[src/design/bcc_pkg.sv]
package bcc_pkg;

    localparam int PITCH_W = 17;
    localparam int GAIN_W  = 21;
    localparam int LIMIT_W = 15;
    localparam int RATE_W  = 16;
    localparam int SPEED_W = 15;
    localparam int DRIVE_W = 16;
    localparam int FILT_W  = 17;
    localparam int INTEG_W = 15;
    localparam int DIFF_W  = PITCH_W + 1;
    localparam int ERR_W   = SPEED_W + 1;
    localparam int FX_W    = 21;
    localparam int IS_W    = 20;
    localparam int MUL_W   = 22;
    localparam int PROD_W  = 2 * MUL_W;
    localparam int ACC_W   = 48;
    localparam int TERM_W  = 32;
    localparam int IDX_W   = 3;
    localparam int DATA_W  = GAIN_W;

    localparam int FULL_SPEED_STEP = 200;
    localparam int TURN_SPAN       = 40;
    localparam int INTEGRAL_BOUND  = 10000;

    localparam int DIV10_SHIFT = 24;
    localparam int Q_W         = FX_W - 1;
    localparam logic signed [MUL_W-1:0] DIV10_RECIP = MUL_W'((1 << DIV10_SHIFT) / 10);

    localparam int UPRIGHT_SHIFT = 16;
    localparam int SPEED_SHIFT   = 8;
    localparam int TURN_SHIFT    = 9;

    typedef enum logic [IDX_W-1:0] {
        REG_BALANCE_ANGLE,
        REG_UPRIGHT_P_GAIN,
        REG_UPRIGHT_D_GAIN,
        REG_SPEED_P_GAIN,
        REG_SPEED_I_GAIN,
        REG_TURN_P_GAIN,
        REG_TURN_D_GAIN,
        REG_DRIVE_LIMIT
    } reg_idx_t;

    localparam logic [1:0] MODE_STOP         = 2'd0;
    localparam logic [1:0] MODE_FORWARD_HALF = 2'd1;
    localparam logic [1:0] MODE_BACK_HALF    = 2'd2;
    localparam logic [1:0] MODE_FULL_FORWARD = 2'd3;

    localparam logic [1:0] TURN_STRAIGHT = 2'd0;
    localparam logic [1:0] TURN_LEFT     = 2'd1;
    localparam logic [1:0] TURN_RIGHT    = 2'd2;

    typedef struct packed {
        logic signed [PITCH_W-1:0] balance_angle;
        logic signed [GAIN_W-1:0]  upright_p_gain;
        logic signed [GAIN_W-1:0]  upright_d_gain;
        logic signed [GAIN_W-1:0]  speed_p_gain;
        logic signed [GAIN_W-1:0]  speed_i_gain;
        logic signed [GAIN_W-1:0]  turn_p_gain;
        logic signed [GAIN_W-1:0]  turn_d_gain;
        logic [LIMIT_W-1:0]        drive_limit;
    } cfg_t;

    typedef enum logic [3:0] {
        ST_IDLE,
        ST_UP_P,
        ST_UP_D,
        ST_DIV10,
        ST_FILT,
        ST_INTEG,
        ST_SP_I,
        ST_SP_SUM,
        ST_TN_P,
        ST_TN_D,
        ST_TURN,
        ST_DRIVE
    } state_t;

    function automatic logic signed [ACC_W-1:0] trunc_div_pow2(
        input logic signed [ACC_W-1:0] v,
        input int unsigned sh
    );
        logic [ACC_W-1:0] bias;
        bias = v[ACC_W-1] ? ((ACC_W'(1) << sh) - ACC_W'(1)) : '0;
        return (v + signed'(bias)) >>> sh;
    endfunction

    function automatic logic signed [DRIVE_W-1:0] clamp_drive(
        input logic signed [TERM_W-1:0] v,
        input logic [LIMIT_W-1:0] lim
    );
        logic signed [TERM_W-1:0] lim_s;
        logic signed [TERM_W-1:0] r;
        lim_s = signed'(TERM_W'(lim));
        if (v > lim_s)
        begin
            r = lim_s;
        end
        else if (v < -lim_s)
        begin
            r = -lim_s;
        end
        else
        begin
            r = v;
        end
        return r[DRIVE_W-1:0];
    endfunction

    function automatic logic signed [IS_W-1:0] movement_of(input logic [1:0] mode);
        logic signed [IS_W-1:0] m;
        case (mode)
            MODE_FORWARD_HALF: m = IS_W'(FULL_SPEED_STEP / 2);
            MODE_BACK_HALF:    m = -IS_W'(FULL_SPEED_STEP / 2);
            MODE_FULL_FORWARD: m = IS_W'(FULL_SPEED_STEP);
            default:           m = '0;
        endcase
        return m;
    endfunction

endpackage

[src/design/bcc_sample_if.sv]
interface bcc_sample_if;
    logic                               valid;
    logic                               ready;
    logic signed [bcc_pkg::PITCH_W-1:0] pitch_angle;
    logic signed [bcc_pkg::RATE_W-1:0]  pitch_rate;
    logic signed [bcc_pkg::RATE_W-1:0]  yaw_rate;
    logic signed [bcc_pkg::SPEED_W-1:0] wheel_speed;
    logic [1:0]                         motion_mode;
    logic [1:0]                         turn_command;
    logic                               tipped_over;

    modport source (
        output valid, pitch_angle, pitch_rate, yaw_rate, wheel_speed,
               motion_mode, turn_command, tipped_over,
        input  ready
    );
    modport sink (
        input  valid, pitch_angle, pitch_rate, yaw_rate, wheel_speed,
               motion_mode, turn_command, tipped_over,
        output ready
    );
endinterface

[src/design/bcc_result_if.sv]
interface bcc_result_if;
    logic                               valid;
    logic                               ready;
    logic signed [bcc_pkg::DRIVE_W-1:0] left_drive;
    logic signed [bcc_pkg::DRIVE_W-1:0] right_drive;
    logic                               drive_enable;

    modport source (
        output valid, left_drive, right_drive, drive_enable,
        input  ready
    );
    modport sink (
        input  valid, left_drive, right_drive, drive_enable,
        output ready
    );
endinterface

[src/design/bcc_cfg_if.sv]
interface bcc_cfg_if;
    logic                        valid;
    logic                        ready;
    logic [bcc_pkg::IDX_W-1:0]   reg_index;
    logic [bcc_pkg::DATA_W-1:0]  wdata;

    modport source (
        output valid, reg_index, wdata,
        input  ready
    );
    modport sink (
        input  valid, reg_index, wdata,
        output ready
    );
endinterface

[src/design/balance_cascade_controller_top.sv]
// two-wheel balance controller: upright pd, speed pi and turn loops in cascade
// sample channel: one item per control period with pitch, rates, wheel speed,
// motion mode, turn command and the tipped flag; accepted on valid and ready
// result channel: one item per sample with left and right drive, each clamped
// to +-drive_limit, and drive_enable (low when tipped)
// cfg channel: register index and data, always ready, written between samples
// one sample at a time: the step sequencer runs six products and one
// divide-by-ten through a single 22x22 multiplier, and takes a new sample
// only once the last one has reached the output register
// the result sits in an output register until taken; the next sample is
// accepted meanwhile; the final step waits only while it is full and untaken
// reset: registers return to their defaults, the speed filter and integral
// clear, no result is pending and the block is ready for a sample
module balance_cascade_controller_top (
    input  logic          clk,
    input  logic          rst_n,
    bcc_sample_if.sink    sample,
    bcc_result_if.source  result,
    bcc_cfg_if.sink       cfg
);

    bcc_pkg::cfg_t   regs;
    bcc_pkg::state_t state_reg;
    bcc_pkg::state_t state_next;

    logic signed [bcc_pkg::DIFF_W-1:0]  diff_reg;
    logic signed [bcc_pkg::RATE_W-1:0]  prate_reg;
    logic signed [bcc_pkg::RATE_W-1:0]  yrate_reg;
    logic signed [bcc_pkg::ERR_W-1:0]   err_reg;
    logic [1:0]                         mode_reg;
    logic [1:0]                         turn_cmd_reg;
    logic                               tipped_reg;
    logic [bcc_pkg::Q_W-1:0]            fx_abs_reg;
    logic                               fx_neg_reg;

    logic signed [bcc_pkg::FILT_W-1:0]  filt_reg;
    logic signed [bcc_pkg::FILT_W-1:0]  filt_next;
    logic signed [bcc_pkg::INTEG_W-1:0] integ_reg;
    logic signed [bcc_pkg::INTEG_W-1:0] integ_next;

    logic signed [bcc_pkg::ACC_W-1:0]   acc_reg;
    logic signed [bcc_pkg::TERM_W-1:0]  upright_reg;
    logic signed [bcc_pkg::TERM_W-1:0]  speed_reg;
    logic signed [bcc_pkg::TERM_W-1:0]  turn_reg;
    logic signed [bcc_pkg::TERM_W-1:0]  pwm_reg;

    logic                               out_valid_reg;
    logic                               out_valid_next;
    logic signed [bcc_pkg::DRIVE_W-1:0] left_reg;
    logic signed [bcc_pkg::DRIVE_W-1:0] right_reg;
    logic                               enable_reg;

    logic signed [bcc_pkg::MUL_W-1:0]   mul_a;
    logic signed [bcc_pkg::MUL_W-1:0]   mul_b;
    logic signed [bcc_pkg::PROD_W-1:0]  prod;
    logic signed [bcc_pkg::ACC_W-1:0]   prod_ext;

    logic                               accept;
    logic                               out_free;

    logic signed [bcc_pkg::ERR_W-1:0]   err_in;
    logic signed [bcc_pkg::FX_W-1:0]    err_x;
    logic signed [bcc_pkg::FX_W-1:0]    filt_x;
    logic signed [bcc_pkg::FX_W-1:0]    fx;
    logic signed [bcc_pkg::FX_W-1:0]    fx_mag;

    logic [bcc_pkg::Q_W-1:0]            q0;
    logic [bcc_pkg::Q_W+2:0]            ten_q;
    logic [bcc_pkg::Q_W+2:0]            rem;
    logic [bcc_pkg::Q_W-1:0]            q;
    logic signed [bcc_pkg::FX_W-1:0]    q_s;
    logic signed [bcc_pkg::FX_W-1:0]    filt_val;

    logic signed [bcc_pkg::IS_W-1:0]    isum;
    logic signed [bcc_pkg::IS_W-1:0]    ibound;
    logic signed [bcc_pkg::IS_W-1:0]    iclamp;

    logic signed [bcc_pkg::GAIN_W-1:0]  kd_turn;
    logic signed [bcc_pkg::MUL_W-1:0]   target2;

    bcc_cfg u_cfg (
        .clk   (clk),
        .rst_n (rst_n),
        .cfg   (cfg),
        .regs  (regs)
    );

    bcc_mul u_mul (
        .clk  (clk),
        .a    (mul_a),
        .b    (mul_b),
        .prod (prod)
    );

    assign prod_ext = bcc_pkg::ACC_W'(prod);

    assign sample.ready = (state_reg == bcc_pkg::ST_IDLE);
    assign accept       = sample.valid && (state_reg == bcc_pkg::ST_IDLE);
    assign out_free     = !out_valid_reg || result.ready;

    assign result.valid        = out_valid_reg;
    assign result.left_drive   = left_reg;
    assign result.right_drive  = right_reg;
    assign result.drive_enable = enable_reg;

    // speed error and low-pass numerator
    assign err_in = -bcc_pkg::ERR_W'(sample.wheel_speed);
    assign err_x  = bcc_pkg::FX_W'(err_in);
    assign filt_x = bcc_pkg::FX_W'(filt_reg);
    assign fx     = (err_x <<< 1) + err_x + (filt_x <<< 3) - filt_x;
    assign fx_mag = fx[bcc_pkg::FX_W-1] ? -fx : fx;

    // divide by ten: reciprocal product, then one correction step
    assign q0    = prod[bcc_pkg::DIV10_SHIFT +: bcc_pkg::Q_W];
    assign ten_q = {q0, 3'b000} + {2'b00, q0, 1'b0};
    assign rem   = {3'b000, fx_abs_reg} - ten_q;
    assign q     = (rem >= (bcc_pkg::Q_W + 3)'(10)) ? q0 + 1'b1 : q0;
    assign q_s   = signed'({1'b0, q});
    assign filt_val  = fx_neg_reg ? -q_s : q_s;
    assign filt_next = filt_val[bcc_pkg::FILT_W-1:0];

    // integral with clamp
    assign ibound = bcc_pkg::IS_W'(bcc_pkg::INTEGRAL_BOUND);
    assign isum   = bcc_pkg::IS_W'(integ_reg) + bcc_pkg::IS_W'(filt_reg)
                  + bcc_pkg::movement_of(mode_reg);
    always_comb
    begin
        if (isum > ibound)
        begin
            iclamp = ibound;
        end
        else if (isum < -ibound)
        begin
            iclamp = -ibound;
        end
        else
        begin
            iclamp = isum;
        end
    end
    assign integ_next = iclamp[bcc_pkg::INTEG_W-1:0];

    // turn operands
    assign kd_turn = (mode_reg == bcc_pkg::MODE_FORWARD_HALF ||
                      mode_reg == bcc_pkg::MODE_BACK_HALF) ? regs.turn_d_gain : '0;
    always_comb
    begin
        case (turn_cmd_reg)
            bcc_pkg::TURN_LEFT:  target2 = -bcc_pkg::MUL_W'(bcc_pkg::TURN_SPAN);
            bcc_pkg::TURN_RIGHT: target2 = bcc_pkg::MUL_W'(bcc_pkg::TURN_SPAN);
            default:             target2 = '0;
        endcase
    end

    // multiplier operand select
    always_comb
    begin
        mul_a = '0;
        mul_b = '0;
        case (state_reg)
            bcc_pkg::ST_UP_P:
            begin
                mul_a = bcc_pkg::MUL_W'(diff_reg);
                mul_b = bcc_pkg::MUL_W'(regs.upright_p_gain);
            end
            bcc_pkg::ST_UP_D:
            begin
                mul_a = bcc_pkg::MUL_W'(prate_reg);
                mul_b = bcc_pkg::MUL_W'(regs.upright_d_gain);
            end
            bcc_pkg::ST_DIV10:
            begin
                mul_a = signed'(bcc_pkg::MUL_W'(fx_abs_reg));
                mul_b = bcc_pkg::DIV10_RECIP;
            end
            bcc_pkg::ST_FILT:
            begin
                mul_a = bcc_pkg::MUL_W'(err_reg);
                mul_b = bcc_pkg::MUL_W'(regs.speed_p_gain);
            end
            bcc_pkg::ST_SP_I:
            begin
                mul_a = bcc_pkg::MUL_W'(integ_reg);
                mul_b = bcc_pkg::MUL_W'(regs.speed_i_gain);
            end
            bcc_pkg::ST_SP_SUM:
            begin
                mul_a = target2;
                mul_b = bcc_pkg::MUL_W'(regs.turn_p_gain);
            end
            bcc_pkg::ST_TN_P:
            begin
                mul_a = bcc_pkg::MUL_W'(yrate_reg);
                mul_b = bcc_pkg::MUL_W'(kd_turn);
            end
            default:
            begin
                mul_a = '0;
                mul_b = '0;
            end
        endcase
    end

    // sequencer
    always_comb
    begin
        state_next     = state_reg;
        out_valid_next = out_valid_reg;
        if (result.ready)
        begin
            out_valid_next = 1'b0;
        end
        case (state_reg)
            bcc_pkg::ST_IDLE:
            begin
                if (sample.valid)
                begin
                    state_next = bcc_pkg::ST_UP_P;
                end
            end
            bcc_pkg::ST_UP_P:   state_next = bcc_pkg::ST_UP_D;
            bcc_pkg::ST_UP_D:   state_next = bcc_pkg::ST_DIV10;
            bcc_pkg::ST_DIV10:  state_next = bcc_pkg::ST_FILT;
            bcc_pkg::ST_FILT:   state_next = bcc_pkg::ST_INTEG;
            bcc_pkg::ST_INTEG:  state_next = bcc_pkg::ST_SP_I;
            bcc_pkg::ST_SP_I:   state_next = bcc_pkg::ST_SP_SUM;
            bcc_pkg::ST_SP_SUM: state_next = bcc_pkg::ST_TN_P;
            bcc_pkg::ST_TN_P:   state_next = bcc_pkg::ST_TN_D;
            bcc_pkg::ST_TN_D:   state_next = bcc_pkg::ST_TURN;
            bcc_pkg::ST_TURN:   state_next = bcc_pkg::ST_DRIVE;
            bcc_pkg::ST_DRIVE:
            begin
                if (out_free)
                begin
                    state_next     = bcc_pkg::ST_IDLE;
                    out_valid_next = 1'b1;
                end
            end
            default: state_next = bcc_pkg::ST_IDLE;
        endcase
    end

    always_ff @(posedge clk or negedge rst_n)
    begin
        if (!rst_n)
        begin
            state_reg     <= bcc_pkg::ST_IDLE;
            out_valid_reg <= 1'b0;
            filt_reg      <= '0;
            integ_reg     <= '0;
        end
        else
        begin
            state_reg     <= state_next;
            out_valid_reg <= out_valid_next;
            if (state_reg == bcc_pkg::ST_FILT)
            begin
                filt_reg <= filt_next;
            end
            if (state_reg == bcc_pkg::ST_INTEG)
            begin
                integ_reg <= integ_next;
            end
            else if (state_reg == bcc_pkg::ST_SP_I && tipped_reg)
            begin
                integ_reg <= '0;
            end
        end
    end

    always_ff @(posedge clk)
    begin
        if (accept)
        begin
            diff_reg     <= bcc_pkg::DIFF_W'(sample.pitch_angle)
                          - bcc_pkg::DIFF_W'(regs.balance_angle);
            prate_reg    <= sample.pitch_rate;
            yrate_reg    <= sample.yaw_rate;
            err_reg      <= err_in;
            mode_reg     <= sample.motion_mode;
            turn_cmd_reg <= sample.turn_command;
            tipped_reg   <= sample.tipped_over;
            fx_abs_reg   <= fx_mag[bcc_pkg::Q_W-1:0];
            fx_neg_reg   <= fx[bcc_pkg::FX_W-1];
        end
        case (state_reg)
            bcc_pkg::ST_UP_D:   acc_reg <= prod_ext;
            bcc_pkg::ST_DIV10:  acc_reg <= acc_reg + (prod_ext <<< 8);
            bcc_pkg::ST_FILT:
                upright_reg <= bcc_pkg::TERM_W'(
                    bcc_pkg::trunc_div_pow2(acc_reg, bcc_pkg::UPRIGHT_SHIFT));
            bcc_pkg::ST_INTEG:  acc_reg <= prod_ext;
            bcc_pkg::ST_SP_SUM: acc_reg <= acc_reg + prod_ext;
            bcc_pkg::ST_TN_P:
            begin
                speed_reg <= bcc_pkg::TERM_W'(
                    bcc_pkg::trunc_div_pow2(acc_reg, bcc_pkg::SPEED_SHIFT));
                acc_reg <= prod_ext;
            end
            bcc_pkg::ST_TN_D:   acc_reg <= acc_reg + (prod_ext <<< 1);
            bcc_pkg::ST_TURN:
            begin
                turn_reg <= bcc_pkg::TERM_W'(
                    bcc_pkg::trunc_div_pow2(acc_reg, bcc_pkg::TURN_SHIFT));
                pwm_reg  <= upright_reg + speed_reg;
            end
            bcc_pkg::ST_DRIVE:
            begin
                if (out_free)
                begin
                    left_reg   <= bcc_pkg::clamp_drive(pwm_reg - turn_reg, regs.drive_limit);
                    right_reg  <= bcc_pkg::clamp_drive(pwm_reg + turn_reg, regs.drive_limit);
                    enable_reg <= !tipped_reg;
                end
            end
            default: acc_reg <= acc_reg;
        endcase
    end

endmodule

[src/design/bcc_mul.sv]
module bcc_mul (
    input  logic                               clk,
    input  logic signed [bcc_pkg::MUL_W-1:0]   a,
    input  logic signed [bcc_pkg::MUL_W-1:0]   b,
    output logic signed [bcc_pkg::PROD_W-1:0]  prod
);

    logic signed [bcc_pkg::PROD_W-1:0] prod_reg;
    logic signed [bcc_pkg::PROD_W-1:0] prod_next;

    assign prod_next = bcc_pkg::PROD_W'(a) * bcc_pkg::PROD_W'(b);

    always_ff @(posedge clk)
    begin
        prod_reg <= prod_next;
    end

    assign prod = prod_reg;

endmodule

[src/design/bcc_cfg.sv]
module bcc_cfg (
    input  logic          clk,
    input  logic          rst_n,
    bcc_cfg_if.sink       cfg,
    output bcc_pkg::cfg_t regs
);

    bcc_pkg::cfg_t regs_reg;
    bcc_pkg::cfg_t regs_next;

    assign cfg.ready = 1'b1;

    always_comb
    begin
        regs_next = regs_reg;
        if (cfg.valid)
        begin
            case (bcc_pkg::reg_idx_t'(cfg.reg_index))
                bcc_pkg::REG_BALANCE_ANGLE:
                    regs_next.balance_angle = cfg.wdata[bcc_pkg::PITCH_W-1:0];
                bcc_pkg::REG_UPRIGHT_P_GAIN: regs_next.upright_p_gain = cfg.wdata;
                bcc_pkg::REG_UPRIGHT_D_GAIN: regs_next.upright_d_gain = cfg.wdata;
                bcc_pkg::REG_SPEED_P_GAIN:   regs_next.speed_p_gain   = cfg.wdata;
                bcc_pkg::REG_SPEED_I_GAIN:   regs_next.speed_i_gain   = cfg.wdata;
                bcc_pkg::REG_TURN_P_GAIN:    regs_next.turn_p_gain    = cfg.wdata;
                bcc_pkg::REG_TURN_D_GAIN:    regs_next.turn_d_gain    = cfg.wdata;
                bcc_pkg::REG_DRIVE_LIMIT:
                    regs_next.drive_limit = cfg.wdata[bcc_pkg::LIMIT_W-1:0];
                default: regs_next = regs_reg;
            endcase
        end
    end

    always_ff @(posedge clk or negedge rst_n)
    begin
        if (!rst_n)
        begin
            regs_reg.balance_angle  <= -17'sd2688;
            regs_reg.upright_p_gain <= -21'sd84480;
            regs_reg.upright_d_gain <= -21'sd563;
            regs_reg.speed_p_gain   <= 21'sd28160;
            regs_reg.speed_i_gain   <= 21'sd141;
            regs_reg.turn_p_gain    <= 21'sd10240;
            regs_reg.turn_d_gain    <= 21'sd0;
            regs_reg.drive_limit    <= 15'd7200;
        end
        else
        begin
            regs_reg <= regs_next;
        end
    end

    assign regs = regs_reg;

endmodule
[src/flat_wrapper.sv]
// flat-port wrapper written by rule: the top's interface ports become plain ports
module balance_cascade_controller_top_flat 
  (clk, rst_n, sample_valid, sample_pitch_angle, sample_pitch_rate, sample_yaw_rate, sample_wheel_speed, sample_motion_mode, sample_turn_command, sample_tipped_over, sample_ready, result_valid, result_left_drive, result_right_drive, result_drive_enable, result_ready, cfg_valid, cfg_reg_index, cfg_wdata, cfg_ready);
  bcc_sample_if sample_i ();
  bcc_result_if result_i ();
  bcc_cfg_if cfg_i ();
  input  logic clk;
  input  logic rst_n;
  input wire logic [$bits(sample_i.valid)-1:0] sample_valid;
  input wire logic [$bits(sample_i.pitch_angle)-1:0] sample_pitch_angle;
  input wire logic [$bits(sample_i.pitch_rate)-1:0] sample_pitch_rate;
  input wire logic [$bits(sample_i.yaw_rate)-1:0] sample_yaw_rate;
  input wire logic [$bits(sample_i.wheel_speed)-1:0] sample_wheel_speed;
  input wire logic [$bits(sample_i.motion_mode)-1:0] sample_motion_mode;
  input wire logic [$bits(sample_i.turn_command)-1:0] sample_turn_command;
  input wire logic [$bits(sample_i.tipped_over)-1:0] sample_tipped_over;
  output wire logic [$bits(sample_i.ready)-1:0] sample_ready;
  output wire logic [$bits(result_i.valid)-1:0] result_valid;
  output wire logic [$bits(result_i.left_drive)-1:0] result_left_drive;
  output wire logic [$bits(result_i.right_drive)-1:0] result_right_drive;
  output wire logic [$bits(result_i.drive_enable)-1:0] result_drive_enable;
  input wire logic [$bits(result_i.ready)-1:0] result_ready;
  input wire logic [$bits(cfg_i.valid)-1:0] cfg_valid;
  input wire logic [$bits(cfg_i.reg_index)-1:0] cfg_reg_index;
  input wire logic [$bits(cfg_i.wdata)-1:0] cfg_wdata;
  output wire logic [$bits(cfg_i.ready)-1:0] cfg_ready;
  assign sample_i.valid = sample_valid;
  assign sample_i.pitch_angle = sample_pitch_angle;
  assign sample_i.pitch_rate = sample_pitch_rate;
  assign sample_i.yaw_rate = sample_yaw_rate;
  assign sample_i.wheel_speed = sample_wheel_speed;
  assign sample_i.motion_mode = sample_motion_mode;
  assign sample_i.turn_command = sample_turn_command;
  assign sample_i.tipped_over = sample_tipped_over;
  assign sample_ready = sample_i.ready;
  assign result_valid = result_i.valid;
  assign result_left_drive = result_i.left_drive;
  assign result_right_drive = result_i.right_drive;
  assign result_drive_enable = result_i.drive_enable;
  assign result_i.ready = result_ready;
  assign cfg_i.valid = cfg_valid;
  assign cfg_i.reg_index = cfg_reg_index;
  assign cfg_i.wdata = cfg_wdata;
  assign cfg_ready = cfg_i.ready;
  balance_cascade_controller_top u_core (.clk(clk), .rst_n(rst_n), .sample(sample_i), .result(result_i), .cfg(cfg_i));
endmodule
[config.mk]
export PLATFORM = sky130hd
export DESIGN_NAME = balance_cascade_controller_top_flat
export DESIGN_NICKNAME = d
export VERILOG_FILES = /design/src/design/bcc_pkg.sv /design/src/design/bcc_sample_if.sv /design/src/design/bcc_result_if.sv /design/src/design/bcc_cfg_if.sv /design/src/design/balance_cascade_controller_top.sv /design/src/design/bcc_mul.sv /design/src/design/bcc_cfg.sv /design/src/flat_wrapper.sv
export SDC_FILE = /design/constraint.sdc
export NUM_CORES = 2
export LEC_CHECK = 0
export BUFFER_PORTS_ARGS = -buffer_cell sky130_fd_sc_hd__buf_4
export CAP_MARGIN = 20
export CORE_MARGIN = 1
export CORE_UTILIZATION = 50
export CTS_CLUSTER_SIZE = 10
export DETAILED_ROUTE_END_ITERATION = 10
export GPL_TIMING_DRIVEN = 1
export PLACE_DENSITY = 0.68
export SLEW_MARGIN = 0
export SYNTH_ARGS = -nofsm -noshare
export SYNTH_HDL_FRONTEND = slang
export SYNTH_SLANG_ARGS = --single-unit
[constraint.sdc]
create_clock -name clk -period 11.2 [get_ports clk]
set_clock_uncertainty 0.15 [all_clocks]
set_input_delay 2.24 -clock clk [delete_from_list [all_inputs] [get_ports clk]]
set_output_delay 2.24 -clock clk [all_outputs]
set_load 0.02 [all_outputs]
# --- Yosys cells after proc, flatten, opt, wreduce, memory -nomap -nowiden ---
# Index checks and enable logic that the tools add are counted.
word_totals:
  reg_bits: 540
  latchBits: 0
  ramBits: 0
  romBits: 0
  input_bits: 98
  output_inout_bits: 36
  word_cells: 134
  mem_count: 0
op_classes:
  addsub: 22
  mul: 1
  div: 0
  order_cmp: 7
  n_eq_ne: 25
  shift: 0
  n_mux: 26
  bitwise: 0
  reduce_logical: 21
ops:
  columns: ["operator", "count"]
  rows:
  - ["case mux 22 bit (7 select lines)", 2]
  - ["case mux 48 bit (4 select lines)", 1]
  - ["two-way mux 15 bit", 6]
  - ["adder 32 bit", 2]
  - ["> comparator 32 x 16 -> 1 bit", 2]
  - ["less-than comparator 32 bit", 2]
  - ["case mux 20 bit (3 select lines)", 1]
  - ["adder 48 x 17 -> 48 bit", 1]
  - ["adder 48 x 44 -> 48 bit", 1]
  - ["adder 48 x 45 -> 48 bit", 1]
  - ["adder 48 bit", 1]
  - ["two-way mux 16 bit", 3]
  - ["case mux 4 bit (12 select lines)", 1]
  - ["multiplier 22 x 22 -> 44 bit", 1]
  - ["case mux 22 bit (2 select lines)", 1]
  - ["adder 41 x 10 -> 41 bit", 1]
  - ["adder 40 bit", 1]
  - ["two-way mux 17 bit", 2]
  - ["negation 15 -> 32 bit", 1]
  - ["subtractor 32 bit", 1]
  - ["adder 23 x 21 -> 23 bit", 1]
  - ["greater-or-equal comparator 23 x 4 -> 1 bit (second input constant)", 1]
  - ["subtractor 20 x 23 -> 23 bit", 1]
  - ["adder 18 x 20 -> 21 bit", 1]
  - ["37 further kinds", 66]

# --- Logic depth before layout (Yosys ltp) ---
depth:
  ltp_word: 7
  depth_mapped: 37
  depth_no_buf: 34

# --- Modules after synthesis ---
# A second synthesis with hierarchy kept.
unflattened:
  cells_unflattened: 6492
  area_unflattened_um2: 61268.8
modules_own_cells:
  columns: ["module", "instances", "cells_each", "area_per_inst_um2", "seq_area_each_um2"]
  rows:
  - ["balance_cascade_controller_top", 1, 4104, 36254.8, 9964.6]
  - ["bcc_mul", 1, 2045, 18983.2, 880.8]
  - ["bcc_cfg", 1, 343, 6030.8, 4015.1]

# --- Worst setup path after synthesis ---
# No wires, ideal clock.
synth_timing:
  kind: "register -> register"
  start: "register u_core.state_reg[2]"
  end: "register u_core.u_mul.prod_reg, in the netlist u_core.u_mul.prod[43]"
  setup_ns: 0.072
  arrival_time_ns: 9.607
  t_required_ns: 10.978
  path_slack_ns: 1.370
  stages_incl_launch_ff: 35
  path_buffers: 4
  period_less_slack_ns: 9.830
  path_cell_list: "dfrtp_1 -> clkbuf_1 -> nor2b_1 -> nand2_1 -> inv_1 -> clkbuf_1 -> buf_1 -> a222oi_1 -> nand2_1 -> clkbuf_1 -> nand2_1 -> inv_1 -> fa_1 -> fa_1 -> inv_1 -> fa_1 -> inv_1 -> fa_1 -> fa_1 -> fa_1 -> inv_1 -> fa_1 -> inv_1 -> ha_1 -> a21oi_1 -> nand2_1 -> nor4_1 -> a211oi_1 -> o311a_1 -> o211a_1 -> o21a_1 -> o21ai_0 -> nand2b_1 -> a21oi_1 -> xnor2_1"
synth_via:
  elab_chain_len: 3
  elab_cells_between_ends: 10
  classes_between: "mul (1); eq/ne (7); mux (2)"
synth_lines:
  columns: ["element", "line_no", "rtl"]
  rows:
  - ["start: declaration", "balance_cascade_controller_top.sv:23", "bcc_pkg::state_t state_reg;"]
  - ["start signal: assignment", "balance_cascade_controller_top.sv:247", "state_reg <= bcc_pkg::ST_IDLE;"]
  - ["start signal: assignment", "balance_cascade_controller_top.sv:254", "state_reg <= state_next;"]
  - ["== test 4 bit, or another cell as far along", "balance_cascade_controller_top.sv:160", "case (state_reg)"]
  - ["case mux 22 bit (7 select lines)", "balance_cascade_controller_top.sv:160", null]
  - ["multiplier 22 x 22 -> 44 bit (*)", "bcc_mul.sv:11", "assign prod_next = bcc_pkg::PROD_W'(a) * bcc_pkg::PROD_W'(b);"]
  - ["via u_core.u_mul.prod_next, one bit", "bcc_mul.sv:9", "logic signed [bcc_pkg::PROD_W-1:0] prod_next;"]
  - ["end signal: assignment", "bcc_mul.sv:15", "prod_reg <= prod_next;"]
  - ["end: declaration", "bcc_mul.sv:8", "logic signed [bcc_pkg::PROD_W-1:0] prod_reg;"]
# Mark *: on every way through the listed nets, which the timed path passes. The rest lies on a longest branch.
# A chain may end at the register's enable or synchronous reset.

# --- Worst setup path in the final report ---
layout_timing:
  start: "register u_core.state_reg[3]"
  end: "register u_core.u_mul.prod_reg, in the netlist u_core.u_mul.prod[43]"
# The elaborated chain is that of the path after synthesis.

==> metrics.md <==
| Metric | Value |
|---|---|
| Die W | 348 microns |
| CP arrival | 10.64 ns |
| Post-Synthesis Cells | 6390 |
| FMAX | 97.5 MHz |
| Crit path capture type | flip-flop |
| Vias post-DR | 48000 |
| Core Footprint | 118000 sq um |
| RSZ-0062 raised after global routing | false |
| Slew margin rel. | 24.3% |
| Hold buffer count at cts | 0 |
| Root Buffer | clkbuf_16 |
| Mean area per synthesized cell | 9.36 sq um |
| Overflow after GRT | 0 |
| Post_cts resized | 0 |
| # setup viols final | 0 |
| Register area share after synthesis | 24.8% |
| Path depth of the worst reg2reg path | 32 |
| Top cell type's share of synthesized area | 18.6% |
| RR Startpoint | u_core.state_reg[3] |
| Post-detail-place hpwl | 146 mm |
| Total CTS buffers | 69 |
| DR iter-0 viols | 4075 |
| FF+latch count, synth | 540 |
| Yosys cell types | 99 |
| Synth Warn # | 0 |
| First-pass GRT wire length | 277 mm |
| Net count after synthesis | 7610 |
| Largest net degree at the start of global routing | 104 |
| WS Path Type | flip-flop to flip-flop |
| Max reg flops | 158 |
| Area leader, netlist | fa_1 |
| Clock sinks | 540 |
| Initial antenna violation count | 4 |
| Part of the cycle the worst path needs | 91.6% |
| Fillers | 10600 |
| Async SR Flop Fraction | 36.1% |
| Buffer count from post-CTS setup fixing | 0 |
| FF/Latch Area | 14900 sq um |
| NumNets Final | 7658 |
| Post-route DRC | 0 |
| Worst setup endpoint | u_core.u_mul.prod[43] |
| R2r endpoint | u_core.u_mul.prod[43] |
| Die H | 348 microns |
| Buffers on Ports | 132 |
| WL/cell | 22.3 microns |
| Tmin final | 10.26 ns |
| Post-synth top cells | 793 x inv_1, 577 x nand2_1, 565 x ha_1 |
| Max FO, Critical Path | 49 |
| Hold crit path type | flip-flop to flip-flop |
| Fraction of layout cells with a size suffix above 1 | 8.84% |
| CTS tree | built |
| Final wirelength | 180 mm |
| Full die area | 121000 sq um |
| Setup Total Neg Slack | 0 ns |
| Flop2flop setup slack | 0.94 ns |
| Multi-input gate area | 41100 sq um |
| Vias in the first global route | 48000 |
| Worst-Margin Slew | 1.13 ns |
| Final hold vios | 0 |
| Cell mode on critical path | fa_1 |
| Initial DRT Pass Iterations | 10 |
| H-tree depth | 3 |
| Leading cell type by number of instances after synthesis | inv_1 |
| Area growth syn-to-layout | 8.33% |
| Setup crit start | u_core.state_reg[3] |
| Routed Antenna Nets | 0 |
| Status | complete, no violations |
| Post-Syn Area | 59800 sq um |
| Top Ports | 134 |
| Worst-Skew Late Latency | 0.66 ns |
| FP Rows | 126 |
| Top post-synthesis cells by area | fa_1 19%, edfxtp_1 15%, ha_1 12%, dfrtp_1 6.1%, inv_1 5.0% |
| Max cap viols | 0 |
| CTS Buffer Depth | 3 |
| Critical Path RT | 11.59 ns |
| Initial core utilization | 50.5% |
| Post-synth top flop | edfxtp_1 |
| GPL Wtd Cong | 0.976 |
| Clock transition at the registers of the reported paths | 0.07 ns |
| GRT Total Usage | 29.6% |
| Max incr delay on CP | 0.67 ns |
| Critical-path top delay cell | a221o_1 |
| Max Slew Vio Count | 0 |
| Critical Path Start Type | flip-flop |
| EDFF count, synth | 301 |
| Avg Vias per Cell | 5.93 |
## worst max-delay path, delay by kind of cell (launching register included)
family                   cells  cell delay [ns]
AO/OA/AOI/OAI                9             2.39
XOR/XNOR                     1             0.13
adder cells (fa/ha/maj)      8             4.01
buffers and inverters        6             0.84
flip-flops                   1             0.59
AND/OR/NAND/NOR              8             2.01
## layout make-up
cell class / instances / area share, %
Clock inverter: 16 / 0.264
Timing Repair Buffer: 224 / 2.63
Multi-Input combinational cell: 4804 / 63.4
Tap cell: 1600 / 3.09
Inverter: 799 / 4.63
Sequential cell: 540 / 22.9
Clock buffer: 108 / 3.02
Antenna cell: 1 / 0.00386
## how the worst min path moves through the flow
stage / endpoint / cells after the start / startpoint / slack (ns)
3_5_place_dp: u_core.u_cfg.regs[29] / 1 / u_core.u_cfg.regs[29] / 0.34
2_1_floorplan: u_core.u_cfg.regs[148] / 2 / u_core.u_cfg.regs[148] / 0.33
3_3_place_gp: u_core.u_cfg.regs[96] / 1 / u_core.u_cfg.regs[96] / 0.34
6_report: u_core.u_cfg.regs[65] / 1 / u_core.u_cfg.regs[65] / 0.36
4_1_cts: u_core.u_cfg.regs[29] / 1 / u_core.u_cfg.regs[29] / 0.36
5_1_grt: u_core.u_cfg.regs[34] / 1 / u_core.u_cfg.regs[34] / 0.37
## kinds of logic (layout without fill, tap and decap cells)
kind of cell	count (synthesis)	in the layout	synth area share [%]
muxes	176	176	3.26
buffers and inverters	1046	1147	6.61
adders and majority gates	1122	1122	30.5
other	1	2	0.00627
and+or+nand+nor	1739	1739	13.7
xor gates and xnor gates	434	434	6.35
AOI/OAI and AO/OA	1332	1332	14.8
DFF	540	540	24.8
## per-layer routing
metal / vias up / routed length, microns / GRT usage, %
met4: 0 / 8730 / 12.8
met2: 1867 / 84200 / 49.1
met1: 23600 / 73200 / 37.8
met5: - / 0 / 0
li1: 22200 / - / -
met3: 394 / 14000 / 5.37
## through the flow
stage	cell area [sq um]	utilization [%]	setup slack, ns	hold slack [ns]	cells
4_1_cts	64800	54.7	1.01	0.357	8091
5_1_grt	64800	54.7	0.400	0.370	8091
2_1_floorplan	59800	-	1.37	0.328	6390
3_3_place_gp	62700	52.9	1.24	0.338	7966
3_5_place_dp	62700	52.9	1.00	0.344	7967
6_report	64800	54.7	0.943	0.358	8092
## cell usage in the layout (no fill, tap or decap), types with 38 or more instances in the layout
cell         n
inv_1      792
nand2_1    577
ha_1       565
fa_1       557
nor2_1     447
a21oi_1    344
edfxtp_1   301
xnor2_1    267
o21ai_0    259
buf_4      221
xor2_1     167
a21o_1     156
mux2_2     149
dfrtp_1    146
nand3_1    115
nor3_1     115
nand4_1     82
nand2b_1    74
a22oi_1     70
clkbuf_16   70
nor2b_1     67
o21a_1      56
dfstp_2     49
dfxtp_1     44
and3_1      42
a31oi_1     41
a222oi_1    40
and2_1      39
nor4_1      38
o31ai_1     38
Power is not shown: default switching activity piles up to over one toggle a cycle in this logic, so the estimate is an artifact.
